## config.mk

```make
export PLATFORM = sky130hd
export DESIGN_NAME = learning_mac_to_ip_forwarder_unit_flat
export DESIGN_NICKNAME = d
export VERILOG_FILES = /design/src/hw/rtl/lmf_pkg.sv /design/src/hw/rtl/lmf_channels.sv /design/src/hw/rtl/learning_mac_to_ip_forwarder_unit.sv /design/src/hw/rtl/lmf_ram.sv /design/src/hw/rtl/lmf_ctrl.sv /design/src/hw/rtl/lmf_dp.sv /design/src/flat_wrapper.sv
export SDC_FILE = /design/constraint.sdc
export NUM_CORES = 2
export LEC_CHECK = 0
export BUFFER_PORTS_ARGS = -buffer_cell sky130_fd_sc_hd__buf_4
export CAP_MARGIN = 30
export CORE_ASPECT_RATIO = 0.9
export CORE_MARGIN = 3
export CORE_UTILIZATION = 30
export DETAILED_ROUTE_END_ITERATION = 10
export PLACE_DENSITY = 0.51
export SLEW_MARGIN = 0
export SYNTH_ARGS = -nofsm -noshare
export SYNTH_HDL_FRONTEND = slang
export SYNTH_SLANG_ARGS = --single-unit
```

## constraint.sdc

```tcl
create_clock -name clock -period 34.8 [get_ports clock]
set_input_delay 10.44 -clock clock [delete_from_list [all_inputs] [get_ports clock]]
set_output_delay 10.44 -clock clock [all_outputs]
set_load 0.05 [all_outputs]
```

## src/hw/rtl/lmf_pkg.sv

```systemverilog
// ----------------------------------------------------------------------------
// Learning MAC-to-IP forwarder package
// Widths, register indexes, action codes, outcome codes and the command and
// status bundles shared by the controller and the datapath.
// ----------------------------------------------------------------------------
package lmf_pkg;

   localparam int MAC_W       = 48;
   localparam int CODE_W      = 8;
   localparam int IP_W        = 32;
   localparam int ACTION_W    = 3;
   localparam int SLOT_W      = 4;
   localparam int CSR_INDEX_W = 8;
   localparam int CSR_DATA_W  = 48;

   // Message id registers: the first three are server-to-node ids, the rest
   // are node-to-server ids.
   localparam int NUM_IDS     = 7;
   localparam int NUM_TO_NODE = 3;

   localparam logic [CSR_INDEX_W-1:0] REG_OWN_MAC          = 8'd0;
   localparam logic [CSR_INDEX_W-1:0] REG_ID_SET_MAC       = 8'd1;
   localparam logic [CSR_INDEX_W-1:0] REG_ID_SET_CONFIG    = 8'd2;
   localparam logic [CSR_INDEX_W-1:0] REG_ID_SET_TIME      = 8'd3;
   localparam logic [CSR_INDEX_W-1:0] REG_ID_GET_MAC       = 8'd4;
   localparam logic [CSR_INDEX_W-1:0] REG_ID_GET_CONFIG    = 8'd5;
   localparam logic [CSR_INDEX_W-1:0] REG_ID_GET_TIME      = 8'd6;
   localparam logic [CSR_INDEX_W-1:0] REG_ID_STATUS_UPDATE = 8'd7;

   localparam logic [ACTION_W-1:0] ACT_LOCAL     = 3'd0;
   localparam logic [ACTION_W-1:0] ACT_TO_NODE   = 3'd1;
   localparam logic [ACTION_W-1:0] ACT_DROP      = 3'd2;
   localparam logic [ACTION_W-1:0] ACT_TO_SERVER = 3'd3;
   localparam logic [ACTION_W-1:0] ACT_IGNORE    = 3'd4;

   typedef enum logic [2:0] {
      OUT_LOCAL      = 3'd0,
      OUT_HIT_NODE   = 3'd1,
      OUT_DROP       = 3'd2,
      OUT_HIT_SERVER = 3'd3,
      OUT_LEARN      = 3'd4,
      OUT_FULL       = 3'd5,
      OUT_IGNORE     = 3'd6
   } outcome_type;

   typedef struct packed {
      logic        load;
      logic        scan_step;
      logic        finish;
      outcome_type outcome;
   } lmf_cmd_type;

   typedef struct packed {
      logic is_local;
      logic to_node;
      logic to_server;
      logic hit;
      logic miss_done;
      logic full;
      logic out_free;
   } lmf_stat_type;

endpackage

```

## src/hw/rtl/lmf_channels.sv

```systemverilog
// ----------------------------------------------------------------------------
// Forwarder channel interfaces
// Valid/ready channels for message headers, forwarding decisions and
// register writes.
// ----------------------------------------------------------------------------
interface lmf_req_if;
   import lmf_pkg::*;

   logic              valid;
   logic              ready;
   logic [MAC_W-1:0]  header_mac;
   logic [CODE_W-1:0] message_code;
   logic [IP_W-1:0]   sender_ipv4;

   modport source (output valid, output header_mac, output message_code,
                   output sender_ipv4, input ready);
   modport sink   (input valid, input header_mac, input message_code,
                   input sender_ipv4, output ready);
endinterface

interface lmf_rsp_if;
   import lmf_pkg::*;

   logic                valid;
   logic                ready;
   logic [ACTION_W-1:0] action;
   logic [IP_W-1:0]     next_hop_ip;
   logic [SLOT_W-1:0]   entry_slot;
   logic                learned;
   logic                table_full;

   modport source (output valid, output action, output next_hop_ip,
                   output entry_slot, output learned, output table_full,
                   input ready);
   modport sink   (input valid, input action, input next_hop_ip,
                   input entry_slot, input learned, input table_full,
                   output ready);
endinterface

interface lmf_csr_if;
   import lmf_pkg::*;

   logic                   valid;
   logic                   ready;
   logic [CSR_INDEX_W-1:0] index;
   logic [CSR_DATA_W-1:0]  data;

   modport source (output valid, output index, output data, input ready);
   modport sink   (input valid, input index, input data, output ready);
endinterface

```

## src/hw/rtl/learning_mac_to_ip_forwarder_unit.sv

```systemverilog
// ----------------------------------------------------------------------------
// Learning MAC-to-IP forwarder
// Decides per received message header whether it is consumed locally,
// forwarded to a node, dropped, forwarded to the server or ignored, and
// learns MAC-to-IP pairs from node-to-server messages.
//
//   Channel  Direction  Contents
//   req_ch   in         header_mac, message_code, sender_ipv4
//   rsp_ch   out        action, next_hop_ip, entry_slot, learned, table_full
//   csr_ch   in         index, data (register write, always ready)
//
// A local or ignored item goes from acceptance through classification to the
// result register; a searched item also passes through the search, which reads
// one table entry a cycle and stops at the first hit or once every filled entry
// has missed. The controller returns to idle before it accepts the next item.
// Reset empties the table by clearing its fill count; no clearing pass runs.
// A result waits in its register until taken; the next item is accepted
// meanwhile and stalls only at its own result load.
// ----------------------------------------------------------------------------
module learning_mac_to_ip_forwarder_unit #(
   parameter int TABLE_ENTRIES = 16
) (
   input  logic         clock,
   input  logic         reset,
   lmf_req_if.sink      req_ch,
   lmf_rsp_if.source    rsp_ch,
   lmf_csr_if.sink      csr_ch
);
   import lmf_pkg::*;

   lmf_cmd_type  cmd;
   lmf_stat_type stat;
   logic         req_ready;

   assign req_ch.ready = req_ready;
   assign csr_ch.ready = 1'b1;

   lmf_ctrl u_ctrl (
      .clock     (clock),
      .reset     (reset),
      .req_valid (req_ch.valid),
      .req_ready (req_ready),
      .stat      (stat),
      .cmd       (cmd)
   );

   lmf_dp #(.TABLE_ENTRIES(TABLE_ENTRIES)) u_dp (
      .clock            (clock),
      .reset            (reset),
      .csr_valid        (csr_ch.valid),
      .csr_index        (csr_ch.index),
      .csr_data         (csr_ch.data),
      .req_header_mac   (req_ch.header_mac),
      .req_message_code (req_ch.message_code),
      .req_sender_ipv4  (req_ch.sender_ipv4),
      .rsp_valid        (rsp_ch.valid),
      .rsp_ready        (rsp_ch.ready),
      .rsp_action       (rsp_ch.action),
      .rsp_next_hop_ip  (rsp_ch.next_hop_ip),
      .rsp_entry_slot   (rsp_ch.entry_slot),
      .rsp_learned      (rsp_ch.learned),
      .rsp_table_full   (rsp_ch.table_full),
      .cmd              (cmd),
      .stat             (stat)
   );

endmodule

```

## src/hw/rtl/lmf_ram.sv

```systemverilog
// ----------------------------------------------------------------------------
// Generic RAM
// One write port and one read port with registered read data.
// ----------------------------------------------------------------------------
module lmf_ram #(
   parameter int WIDTH = 8,
   parameter int DEPTH = 16,
   parameter int AW    = (DEPTH > 1) ? $clog2(DEPTH) : 1
) (
   input  logic             clock,
   input  logic             we,
   input  logic [AW-1:0]    waddr,
   input  logic [WIDTH-1:0] wdata,
   input  logic [AW-1:0]    raddr,
   output logic [WIDTH-1:0] rdata
);

   logic [WIDTH-1:0] mem_ff [DEPTH];
   logic [WIDTH-1:0] rdata_ff;

   always_ff @(posedge clock) begin
      if (we) begin
         mem_ff[waddr] <= wdata;
      end
      rdata_ff <= mem_ff[raddr];
   end

   assign rdata = rdata_ff;

endmodule

```

## src/hw/rtl/lmf_ctrl.sv

```systemverilog
// ----------------------------------------------------------------------------
// Forwarder controller
// Sequences one item through classification, table search, learning and
// the result register.
// ----------------------------------------------------------------------------
module lmf_ctrl (
   input  logic                  clock,
   input  logic                  reset,
   input  logic                  req_valid,
   output logic                  req_ready,
   input  lmf_pkg::lmf_stat_type stat,
   output lmf_pkg::lmf_cmd_type  cmd
);
   import lmf_pkg::*;

   typedef enum logic [3:0] {
      ST_IDLE     = 4'b0001,
      ST_CLASSIFY = 4'b0010,
      ST_SEARCH   = 4'b0100,
      ST_FINISH   = 4'b1000
   } state_type;

   state_type   state_ff, state_in;
   outcome_type outcome_ff, outcome_in;

   always_comb begin
      state_in      = state_ff;
      outcome_in    = outcome_ff;
      req_ready     = 1'b0;
      cmd.load      = 1'b0;
      cmd.scan_step = 1'b0;
      cmd.finish    = 1'b0;
      cmd.outcome   = outcome_ff;
      case (state_ff)
         ST_IDLE: begin
            req_ready = 1'b1;
            if (req_valid) begin
               cmd.load = 1'b1;
               state_in = ST_CLASSIFY;
            end
         end
         ST_CLASSIFY: begin
            if (stat.is_local) begin
               outcome_in = OUT_LOCAL;
               state_in   = ST_FINISH;
            end else if (stat.to_node || stat.to_server) begin
               state_in = ST_SEARCH;
            end else begin
               outcome_in = OUT_IGNORE;
               state_in   = ST_FINISH;
            end
         end
         ST_SEARCH: begin
            if (stat.hit) begin
               outcome_in = stat.to_node ? OUT_HIT_NODE : OUT_HIT_SERVER;
               state_in   = ST_FINISH;
            end else if (stat.miss_done) begin
               if (stat.to_node) begin
                  outcome_in = OUT_DROP;
               end else if (stat.full) begin
                  outcome_in = OUT_FULL;
               end else begin
                  outcome_in = OUT_LEARN;
               end
               state_in = ST_FINISH;
            end else begin
               cmd.scan_step = 1'b1;
            end
         end
         ST_FINISH: begin
            if (stat.out_free) begin
               cmd.finish = 1'b1;
               state_in   = ST_IDLE;
            end
         end
         default: begin
            state_in = ST_IDLE;
         end
      endcase
   end

   always_ff @(posedge clock) begin
      if (reset) begin
         state_ff   <= ST_IDLE;
         outcome_ff <= OUT_IGNORE;
      end else begin
         state_ff   <= state_in;
         outcome_ff <= outcome_in;
      end
   end

endmodule

```

## src/hw/rtl/lmf_dp.sv

```systemverilog
// ----------------------------------------------------------------------------
// Forwarder datapath
// Configuration registers, header capture, MAC-to-IP table with its search
// pointer and fill count, and the result register.
// ----------------------------------------------------------------------------
module lmf_dp #(
   parameter int TABLE_ENTRIES = 16
) (
   input  logic                                clock,
   input  logic                                reset,
   input  logic                                csr_valid,
   input  logic [lmf_pkg::CSR_INDEX_W-1:0]     csr_index,
   input  logic [lmf_pkg::CSR_DATA_W-1:0]      csr_data,
   input  logic [lmf_pkg::MAC_W-1:0]           req_header_mac,
   input  logic [lmf_pkg::CODE_W-1:0]          req_message_code,
   input  logic [lmf_pkg::IP_W-1:0]            req_sender_ipv4,
   output logic                                rsp_valid,
   input  logic                                rsp_ready,
   output logic [lmf_pkg::ACTION_W-1:0]        rsp_action,
   output logic [lmf_pkg::IP_W-1:0]            rsp_next_hop_ip,
   output logic [lmf_pkg::SLOT_W-1:0]          rsp_entry_slot,
   output logic                                rsp_learned,
   output logic                                rsp_table_full,
   input  lmf_pkg::lmf_cmd_type                cmd,
   output lmf_pkg::lmf_stat_type               stat
);
   import lmf_pkg::*;

   localparam int AW = (TABLE_ENTRIES > 1) ? $clog2(TABLE_ENTRIES) : 1;
   localparam int CW = $clog2(TABLE_ENTRIES + 1);

   logic [MAC_W-1:0]    own_mac_ff;
   logic [CODE_W-1:0]   id_ff [NUM_IDS];
   logic [MAC_W-1:0]    mac_ff;
   logic [CODE_W-1:0]   code_ff;
   logic [IP_W-1:0]     sender_ff;
   logic [CW-1:0]       count_ff, count_in;
   logic [CW-1:0]       scan_ff, scan_in;
   logic                cmp_valid_ff, cmp_valid_in;
   logic [AW-1:0]       cmp_idx_ff;
   logic [AW-1:0]       hit_idx_ff;
   logic [IP_W-1:0]     hit_ip_ff;
   logic                rsp_valid_ff, rsp_valid_in;
   logic [ACTION_W-1:0] action_ff, action_in;
   logic [IP_W-1:0]     hop_ff, hop_in;
   logic [SLOT_W-1:0]   slot_ff, slot_in;
   logic                learned_ff, learned_in;
   logic                full_ff, full_in;

   logic [MAC_W-1:0]    key_rdata;
   logic [IP_W-1:0]     ip_rdata;
   logic                issue;
   logic                learn_we;
   logic                to_node;
   logic                to_server;
   logic [AW+SLOT_W-1:0] hit_ext;
   logic [AW+SLOT_W-1:0] learn_ext;

   lmf_ram #(.WIDTH(MAC_W), .DEPTH(TABLE_ENTRIES), .AW(AW)) u_key_ram (
      .clock (clock),
      .we    (learn_we),
      .waddr (count_ff[AW-1:0]),
      .wdata (mac_ff),
      .raddr (scan_ff[AW-1:0]),
      .rdata (key_rdata)
   );

   lmf_ram #(.WIDTH(IP_W), .DEPTH(TABLE_ENTRIES), .AW(AW)) u_ip_ram (
      .clock (clock),
      .we    (learn_we),
      .waddr (count_ff[AW-1:0]),
      .wdata (sender_ff),
      .raddr (scan_ff[AW-1:0]),
      .rdata (ip_rdata)
   );

   always_comb begin
      to_node   = 1'b0;
      to_server = 1'b0;
      for (int i = 0; i < NUM_IDS; i++) begin
         if (code_ff == id_ff[i]) begin
            if (i < NUM_TO_NODE) begin
               to_node = 1'b1;
            end else begin
               to_server = 1'b1;
            end
         end
      end
   end

   assign issue    = scan_ff < count_ff;
   assign learn_we = cmd.finish && (cmd.outcome == OUT_LEARN);

   assign stat.is_local  = mac_ff == own_mac_ff;
   assign stat.to_node   = to_node;
   assign stat.to_server = to_server;
   assign stat.hit       = cmp_valid_ff && (key_rdata == mac_ff);
   assign stat.miss_done = !cmp_valid_ff && !issue;
   assign stat.full      = count_ff == CW'(TABLE_ENTRIES);
   assign stat.out_free  = !rsp_valid_ff || rsp_ready;

   always_comb begin
      scan_in      = scan_ff;
      cmp_valid_in = 1'b0;
      if (cmd.load) begin
         scan_in = '0;
      end else if (cmd.scan_step && issue) begin
         scan_in      = scan_ff + CW'(1);
         cmp_valid_in = 1'b1;
      end
   end

   always_comb begin
      hit_ext   = {{SLOT_W{1'b0}}, hit_idx_ff};
      learn_ext = {{SLOT_W{1'b0}}, count_ff[AW-1:0]};
      count_in  = count_ff;
      if (learn_we) begin
         count_in = count_ff + CW'(1);
      end
   end

   always_comb begin
      rsp_valid_in = rsp_valid_ff;
      action_in    = action_ff;
      hop_in       = hop_ff;
      slot_in      = slot_ff;
      learned_in   = learned_ff;
      full_in      = full_ff;
      if (rsp_ready) begin
         rsp_valid_in = 1'b0;
      end
      if (cmd.finish) begin
         rsp_valid_in = 1'b1;
         hop_in       = '0;
         slot_in      = '0;
         learned_in   = 1'b0;
         full_in      = 1'b0;
         case (cmd.outcome)
            OUT_LOCAL: begin
               action_in = ACT_LOCAL;
            end
            OUT_HIT_NODE: begin
               action_in = ACT_TO_NODE;
               hop_in    = hit_ip_ff;
               slot_in   = hit_ext[SLOT_W-1:0];
            end
            OUT_DROP: begin
               action_in = ACT_DROP;
            end
            OUT_HIT_SERVER: begin
               action_in = ACT_TO_SERVER;
               slot_in   = hit_ext[SLOT_W-1:0];
            end
            OUT_LEARN: begin
               action_in  = ACT_TO_SERVER;
               slot_in    = learn_ext[SLOT_W-1:0];
               learned_in = 1'b1;
            end
            OUT_FULL: begin
               action_in = ACT_TO_SERVER;
               full_in   = 1'b1;
            end
            default: begin
               action_in = ACT_IGNORE;
            end
         endcase
      end
   end

   always_ff @(posedge clock) begin
      if (reset) begin
         own_mac_ff   <= '0;
         for (int i = 0; i < NUM_IDS; i++) begin
            id_ff[i] <= '0;
         end
         count_ff     <= '0;
         scan_ff      <= '0;
         cmp_valid_ff <= 1'b0;
         rsp_valid_ff <= 1'b0;
      end else begin
         if (csr_valid) begin
            if (csr_index == REG_OWN_MAC) begin
               own_mac_ff <= csr_data[MAC_W-1:0];
            end
            for (int i = 0; i < NUM_IDS; i++) begin
               if (csr_index == REG_ID_SET_MAC + CSR_INDEX_W'(i)) begin
                  id_ff[i] <= csr_data[CODE_W-1:0];
               end
            end
         end
         count_ff     <= count_in;
         scan_ff      <= scan_in;
         cmp_valid_ff <= cmp_valid_in;
         rsp_valid_ff <= rsp_valid_in;
      end
   end

   always_ff @(posedge clock) begin
      if (cmd.load) begin
         mac_ff    <= req_header_mac;
         code_ff   <= req_message_code;
         sender_ff <= req_sender_ipv4;
      end
      cmp_idx_ff <= scan_ff[AW-1:0];
      if (stat.hit) begin
         hit_idx_ff <= cmp_idx_ff;
         hit_ip_ff  <= ip_rdata;
      end
      action_ff  <= action_in;
      hop_ff     <= hop_in;
      slot_ff    <= slot_in;
      learned_ff <= learned_in;
      full_ff    <= full_in;
   end

   assign rsp_valid       = rsp_valid_ff;
   assign rsp_action      = action_ff;
   assign rsp_next_hop_ip = hop_ff;
   assign rsp_entry_slot  = slot_ff;
   assign rsp_learned     = learned_ff;
   assign rsp_table_full  = full_ff;

endmodule

```

## src/flat_wrapper.sv

```systemverilog
// flat-port wrapper written by rule: the top's interface ports become plain ports
module learning_mac_to_ip_forwarder_unit_flat import lmf_pkg::*;
#(
   parameter int TABLE_ENTRIES = 16
)
  (clock, reset, req_ch_valid, req_ch_header_mac, req_ch_message_code, req_ch_sender_ipv4, req_ch_ready, rsp_ch_valid, rsp_ch_action, rsp_ch_next_hop_ip, rsp_ch_entry_slot, rsp_ch_learned, rsp_ch_table_full, rsp_ch_ready, csr_ch_valid, csr_ch_index, csr_ch_data, csr_ch_ready);
  lmf_req_if req_ch_i ();
  lmf_rsp_if rsp_ch_i ();
  lmf_csr_if csr_ch_i ();
  input  logic clock;
  input  logic reset;
  input wire logic [$bits(req_ch_i.valid)-1:0] req_ch_valid;
  input wire logic [$bits(req_ch_i.header_mac)-1:0] req_ch_header_mac;
  input wire logic [$bits(req_ch_i.message_code)-1:0] req_ch_message_code;
  input wire logic [$bits(req_ch_i.sender_ipv4)-1:0] req_ch_sender_ipv4;
  output wire logic [$bits(req_ch_i.ready)-1:0] req_ch_ready;
  output wire logic [$bits(rsp_ch_i.valid)-1:0] rsp_ch_valid;
  output wire logic [$bits(rsp_ch_i.action)-1:0] rsp_ch_action;
  output wire logic [$bits(rsp_ch_i.next_hop_ip)-1:0] rsp_ch_next_hop_ip;
  output wire logic [$bits(rsp_ch_i.entry_slot)-1:0] rsp_ch_entry_slot;
  output wire logic [$bits(rsp_ch_i.learned)-1:0] rsp_ch_learned;
  output wire logic [$bits(rsp_ch_i.table_full)-1:0] rsp_ch_table_full;
  input wire logic [$bits(rsp_ch_i.ready)-1:0] rsp_ch_ready;
  input wire logic [$bits(csr_ch_i.valid)-1:0] csr_ch_valid;
  input wire logic [$bits(csr_ch_i.index)-1:0] csr_ch_index;
  input wire logic [$bits(csr_ch_i.data)-1:0] csr_ch_data;
  output wire logic [$bits(csr_ch_i.ready)-1:0] csr_ch_ready;
  assign req_ch_i.valid = req_ch_valid;
  assign req_ch_i.header_mac = req_ch_header_mac;
  assign req_ch_i.message_code = req_ch_message_code;
  assign req_ch_i.sender_ipv4 = req_ch_sender_ipv4;
  assign req_ch_ready = req_ch_i.ready;
  assign rsp_ch_valid = rsp_ch_i.valid;
  assign rsp_ch_action = rsp_ch_i.action;
  assign rsp_ch_next_hop_ip = rsp_ch_i.next_hop_ip;
  assign rsp_ch_entry_slot = rsp_ch_i.entry_slot;
  assign rsp_ch_learned = rsp_ch_i.learned;
  assign rsp_ch_table_full = rsp_ch_i.table_full;
  assign rsp_ch_i.ready = rsp_ch_ready;
  assign csr_ch_i.valid = csr_ch_valid;
  assign csr_ch_i.index = csr_ch_index;
  assign csr_ch_i.data = csr_ch_data;
  assign csr_ch_ready = csr_ch_i.ready;
  learning_mac_to_ip_forwarder_unit #(.TABLE_ENTRIES(TABLE_ENTRIES)) u_core (.clock(clock), .reset(reset), .req_ch(req_ch_i), .rsp_ch(rsp_ch_i), .csr_ch(csr_ch_i));
endmodule
```

# Yosys cells after proc, flatten, opt, wreduce, memory -nomap -nowiden
# Memories as Yosys holds them, arrays and structs flattened. A register that Yosys moved wholly into a read port is not among the register bits.
# Cells that the tools add are included.
# word_totals
ff_bits	236
ramBits	1336
word_cells	156
memories	3
# mem_list
name	words	word_bits	read_ports	rd_clocked_by_memory_dff	write_ports	line_no	rtl
u_core.u_dp.u_key_ram.mem_ff	16	48	1	1	1	lmf_ram.sv:18	logic [WIDTH-1:0] mem_ff [DEPTH];
u_core.u_dp.u_ip_ram.mem_ff	16	32	1	1	1	lmf_ram.sv:18	
u_core.u_dp.id_ff	7	8	7	0	7	lmf_dp.sv:33	logic [CODE_W-1:0] id_ff [NUM_IDS];
# op_classes
n_addsub	2
magnitude_cmp	1
n_eq_ne	30
mux	76
n_bitwise	7
n_reduce_logical	19
# op_table
operator	count
$eq 48x48->1	2
$eq 8x8->1	7
$mux 8	7
$mux 1	53
$eq 8x3->1 const B	4
$mux 4	6
$eq 8x2->1 const B	2
$pmux 4 s4	1
$mux 3	5
$pmux 3 s4	1
$add 5x1->5 const B	2
$eq 8x1->1 const B	1
$logic_not 8->1	1
$pmux 4 s2	1
$or 1x1->1	7
$eq 3x2->1 const B	2
$eq 3x3->1 const B	2
$pmux 3 s2	1
$reduce_and 3->1	2
$eq 5x5->1 const B	1
$lt 5x5->1	1
$eq 4x1->1 const B	1
$eq 4x2->1 const B	1
$eq 4x3->1 const B	1
15 further kinds	23

# Logic depth before layout (Yosys ltp)
# An unclocked memory read counts as a cell.
# logic_depth
word_depth	10
ltp_mapped	10

# By module
# A second synthesis with hierarchy kept.
# unflattened
hier_cells	2994
area_unflattened_um2	61402.6
# modules_own_cells
mod	n_inst	cells_per_inst	area_each_um2	seq_area_each_um2
lmf_ram (u_core.u_dp.u_key_ram)	1	1242	29694.7	24023.0
lmf_ram (u_core.u_dp.u_ip_ram)	1	838	19835.3	16015.4
lmf_dp	1	862	11419.7	7917.6
lmf_ctrl	1	50	441.7	140.1
learning_mac_to_ip_forwarder_unit	1	2	11.3	0.0

# Worst setup path after synthesis
# Ideal clock, no wire load.
# synth_path
path_kind	input port to flip-flop
from	input port rsp_ch_ready
to	memory u_core.u_dp.u_ip_ram.mem_ff[3][0] (netlist name) (enable)
setup_ns	0.616
arrival_time_ns	17.656
required_time_ns	34.184
slack_ns	16.528
cell_stages	6
path_cell_list	nand2b_1 > nor2b_2 > and2_1 > buf_4 > nand2_1 > nor3_1
# synth_lines
item	line_no	rtl
start, declared	flat_wrapper.sv:23	input wire logic [$bits(rsp_ch_i.ready)-1:0] rsp_ch_ready;
end, declared	lmf_ram.sv:18	

==> impl_metrics.toml <==
[detailed_routing]
via_per_inst = 4.705
routed_wl_um = 151300
wire_per_inst_um = 25.42
ant_nets = 0
drtPass1Iterations = 5
drt-initial-drc-count = 2393
drc = 0
dr_total_vias = 28000

[grt]
grtUsageTotal = 0.1442
grt_max_degree = 121
grt_pass1_vias = 29370
grt_pass1_wl_um = 218700
gr-total-overflow = 0
antenna_found_initial = 3

[clocking]
holdBufCountCts = 0
clk_latency_ps = 820
clock_sinks = 1652
cts-root-buf = "clkbuf_16"
cts_max_level = 4
cts_tree = "built"
cts_buffers = 174
clk_pin_slew_worst_paths_ps = 60
postCtsSetupBuffers = 0
cts-resized-gates = 0
cts_buffer_depth = 3

[sta]
fin_crit_sh = 0.3790
tightest_slew_ps = 1005
maxSlewViolCount = 0
hold_violations = 0
finalSetupViolCount = 0
max_clock_freq_ghz = 0.07582
clock_skew_ps = 42.84
slew_headroom = 0.3301
grt_setup_unrepaired = "false"
setup_tns_ps = 0
fin_crit_ps = 13190

[logic_synthesis]
postSynthAreaPerCell_um2 = 22.08
ys_seq_elements = 1652
synthSimpleGateAreaFrac = 0.02639
synthXorXnorAreaFrac = 0.02199
synth_adder_area_share = 0.002244
synth_top_area_cell = "edfxtp_1"
syn_area_mm2 = 0.06134
synth_mux_area_frac = 0.1473
synth_edf_count = 1501
syn_inst = 2778
synth_area_leaders = "edfxtp_1 73%, mux4_2 15%, dfxtp_1 4.9%, xnor2_1 1.8%, nand2_1 0.70%"
synth_flop_cell = "edfxtp_1"
yosysSeqAreaShare = 0.7841
syn_nets = 2938
ys_async_sr_fraction = 0
synth-compound-area-share = 0.007771
synth_top_area_frac = 0.7348
ys_types = 52
yosys_warnings = 0
synth_top_family_by_area = "multiplexers"

[floorplan]
boundaryPins = 193
start_util = 0.3036
die_area_mm2 = 0.2099
coreArea_mm2 = 0.2020
die_y_um = 435.0
num_rows = 156
die_width_um = 482.7

[flow_run]
cap_violations = 0

[final_layout]
nets = 3276
fillers = 18490
area_growth_pct = 17.88
multi_input_area_mm2 = 0.01275
drive_above_1_share = 0.2965
seq_area_mm2 = 0.04811
final_common_cell = "edfxtp_1"
post-route-util = 0.3579
final_cell_mix = "1501 x edfxtp_1, 400 x mux4_2, 281 x buf_4"

[power_and_ir_drop]
power.internal_w = 0.003236
switching_share = 0.2104
combPwrFrac = 0.017
p_leak_nw = 22.15
power.total_w = 0.004098
seq_power_share = 0.538
vdd_ir_drop_max_uv = 49.83
switchingPower_w = 0.0008622
pwr-share-clk = 0.445
pwr_density_cell_mw_per_mm2 = 56.67

[setup_path]
crit_arrival_ps = 13620
cp_cell_sequence = "buf_4 -> nand2b_1 -> nor2b_4 -> and2_1 -> nand2_1 -> nor2_4 -> buf_4 -> buf_4"
r2r_cells = 7
crit_path_end = "u_core.u_dp.u_ip_ram.mem_ff[15][19]$_DFFE_PP_"
crit_top_cell = "buf_4"
startpoint_type = "input pin"
crit_start = "rsp_ch_ready"
endpoint_kind = "flip-flop"
worst_path_max_delay_cell = "buf_4"
timing.rr.start = "u_core.u_ctrl.state_ff[0]$_SDFFE_PP1P_"
r2r_end = "u_core.u_dp.u_ip_ram.mem_ff[15][19]$_DFFE_PP_"
critical_path_required_ps = 35230
critPathMaxStageDelay_ps = 730
worst-setup-path-type = "input pin to flip-flop"
cp_max_fo = 43
r2r_slack_ps = 30620

[place]
dpl.hpwl_um = 88110
place_congestion = 0.7748
port_buffers = 191

[hold_path]
hp-class = "flip-flop to flip-flop"

[run_status]
status = "finished, final reports clean"
==> Yosys cell counts (2+ instances only) <==
master / n
buf_1: 12
o21ai_0: 3
a32o_1: 4
a21oi_1: 54
nor2_1: 84
nand3_1: 4
nand4_1: 34
mux2i_1: 3
a21o_1: 2
edfxtp_1: 1501
nor4_1: 14
buf_4: 6
nor3_1: 10
nor4b_1: 2
clkbuf_1: 71
dfxtp_1: 151
mux4_2: 400
inv_1: 20
nand2_1: 114
ha_1: 11
or4b_2: 2
a211o_1: 2
nor2b_1: 5
nand2b_1: 20
xnor2_1: 129
xor2_1: 25
buf_2: 37
and2_1: 34
==> worst min path at each step <==
stage | start | to | slack, ps | cells past startpoint
3_5_place_dp | u_core.u_dp.u_ip_ram.rdata[3]$_DFF_P_ | u_core.u_dp.hit_ip_ff[3]$_DFFE_PP_ | 390 | 0
5_1_grt | u_core.u_dp.u_ip_ram.rdata[28]$_DFF_P_ | u_core.u_dp.hit_ip_ff[28]$_DFFE_PP_ | 400 | 0
6_report | u_core.u_dp.u_ip_ram.rdata[3]$_DFF_P_ | u_core.u_dp.hit_ip_ff[3]$_DFFE_PP_ | 390 | 0
2_1_floorplan | u_core.u_dp.scan_ff[0]$_SDFFE_PP0P_ | u_core.u_dp.cmp_idx_ff[0]$_DFF_P_ | 350 | 0
4_1_cts | u_core.u_dp.u_ip_ram.rdata[3]$_DFF_P_ | u_core.u_dp.hit_ip_ff[3]$_DFFE_PP_ | 380 | 0
3_3_place_gp | u_core.u_dp.u_ip_ram.rdata[29]$_DFF_P_ | u_core.u_dp.hit_ip_ff[29]$_DFFE_PP_ | 390 | 0
==> routing by layer <==
| layer | share of wire | wire length, µm | GRT usage |
|---|---|---|---|
| met5 | 0 | 0 | 0 |
| met4 | 0.018 | 2778 | 0.03639 |
| met3 | 0.046 | 7007 | 0.02627 |
| met2 | 0.49 | 74790 | 0.2346 |
| met1 | 0.44 | 66720 | 0.1996 |
==> kinds of logic (layout without fill, tap and decap cells) <==
group,after synthesis,in the layout
xor+xnor,154,154
fa+ha+maj,11,11
compound gates,76,76
flops,1652,1652
buf+inv,147,634
mux,403,403
simple gates,334,334
other cells,1,2
==> registers in the layout (all words and copies together), names as in the netlist, 8 cells and up <==
signal / cells
u_core.u_dp.u_key_ram.mem_ff: 768
u_core.u_dp.mac_ff: 48
u_core.u_dp.own_mac_ff: 48
u_core.u_dp.hit_ip_ff: 32
u_core.u_dp.u_ip_ram.mem_ff: 512
u_core.u_dp.u_ip_ram.rdata: 32
u_core.u_dp.rsp_next_hop_ip: 32
u_core.u_dp.u_key_ram.rdata: 48
u_core.u_dp.sender_ff: 32
u_core.u_dp.code_ff: 8
u_core.u_dp.id_ff: 56
==> worst max-delay path, delay by kind of cell <==
family / cells / cell delay, ps
and+or+nand+nor: 5 / 1840
buffers and inverters: 3 / 1290
==> power groups by stage <==
| stage | Combinational [W] | Clock [W] | Sequential, W |
|---|---|---|---|
| 2_1_floorplan | 0.0000230 | 0 | 0.00224 |
| 3_3_place_gp | 0.0000722 | 0 | 0.00225 |
| 3_5_place_dp | 0.0000738 | 0 | 0.00225 |
| 4_1_cts | 0.0000740 | 0.00188 | 0.00220 |
| 5_1_grt | 0.0000774 | 0.00196 | 0.00220 |
| 6_report | 0.0000713 | 0.00182 | 0.00220 |
==> metrics by stage <==
step	area [µm²]	setup slack [ps]	hold slack, ps	cells
finish	72310	21610	389.2	5952
global route	72310	21440	404.1	5952
CTS	72280	21590	383.3	5950
detailed placement	66570	20720	388.7	5625
global placement	66430	20770	386.4	5619
floorplan	61340	16530	351.9	2778
==> final cells by class <==
| class | instances | share of cell area |
|---|---|---|
| antenna | 1 | 0.00003461 |
| clock buffer | 253 | 0.06667 |
| clock inverter | 72 | 0.01229 |
| inverter | 21 | 0.001177 |
| multi-input combinational | 979 | 0.1764 |
| sequential | 1652 | 0.6654 |
| tap | 2686 | 0.04648 |
| timing repair buffer | 288 | 0.03163 |
No activity file was read; power rests on OpenSTA's default activity.
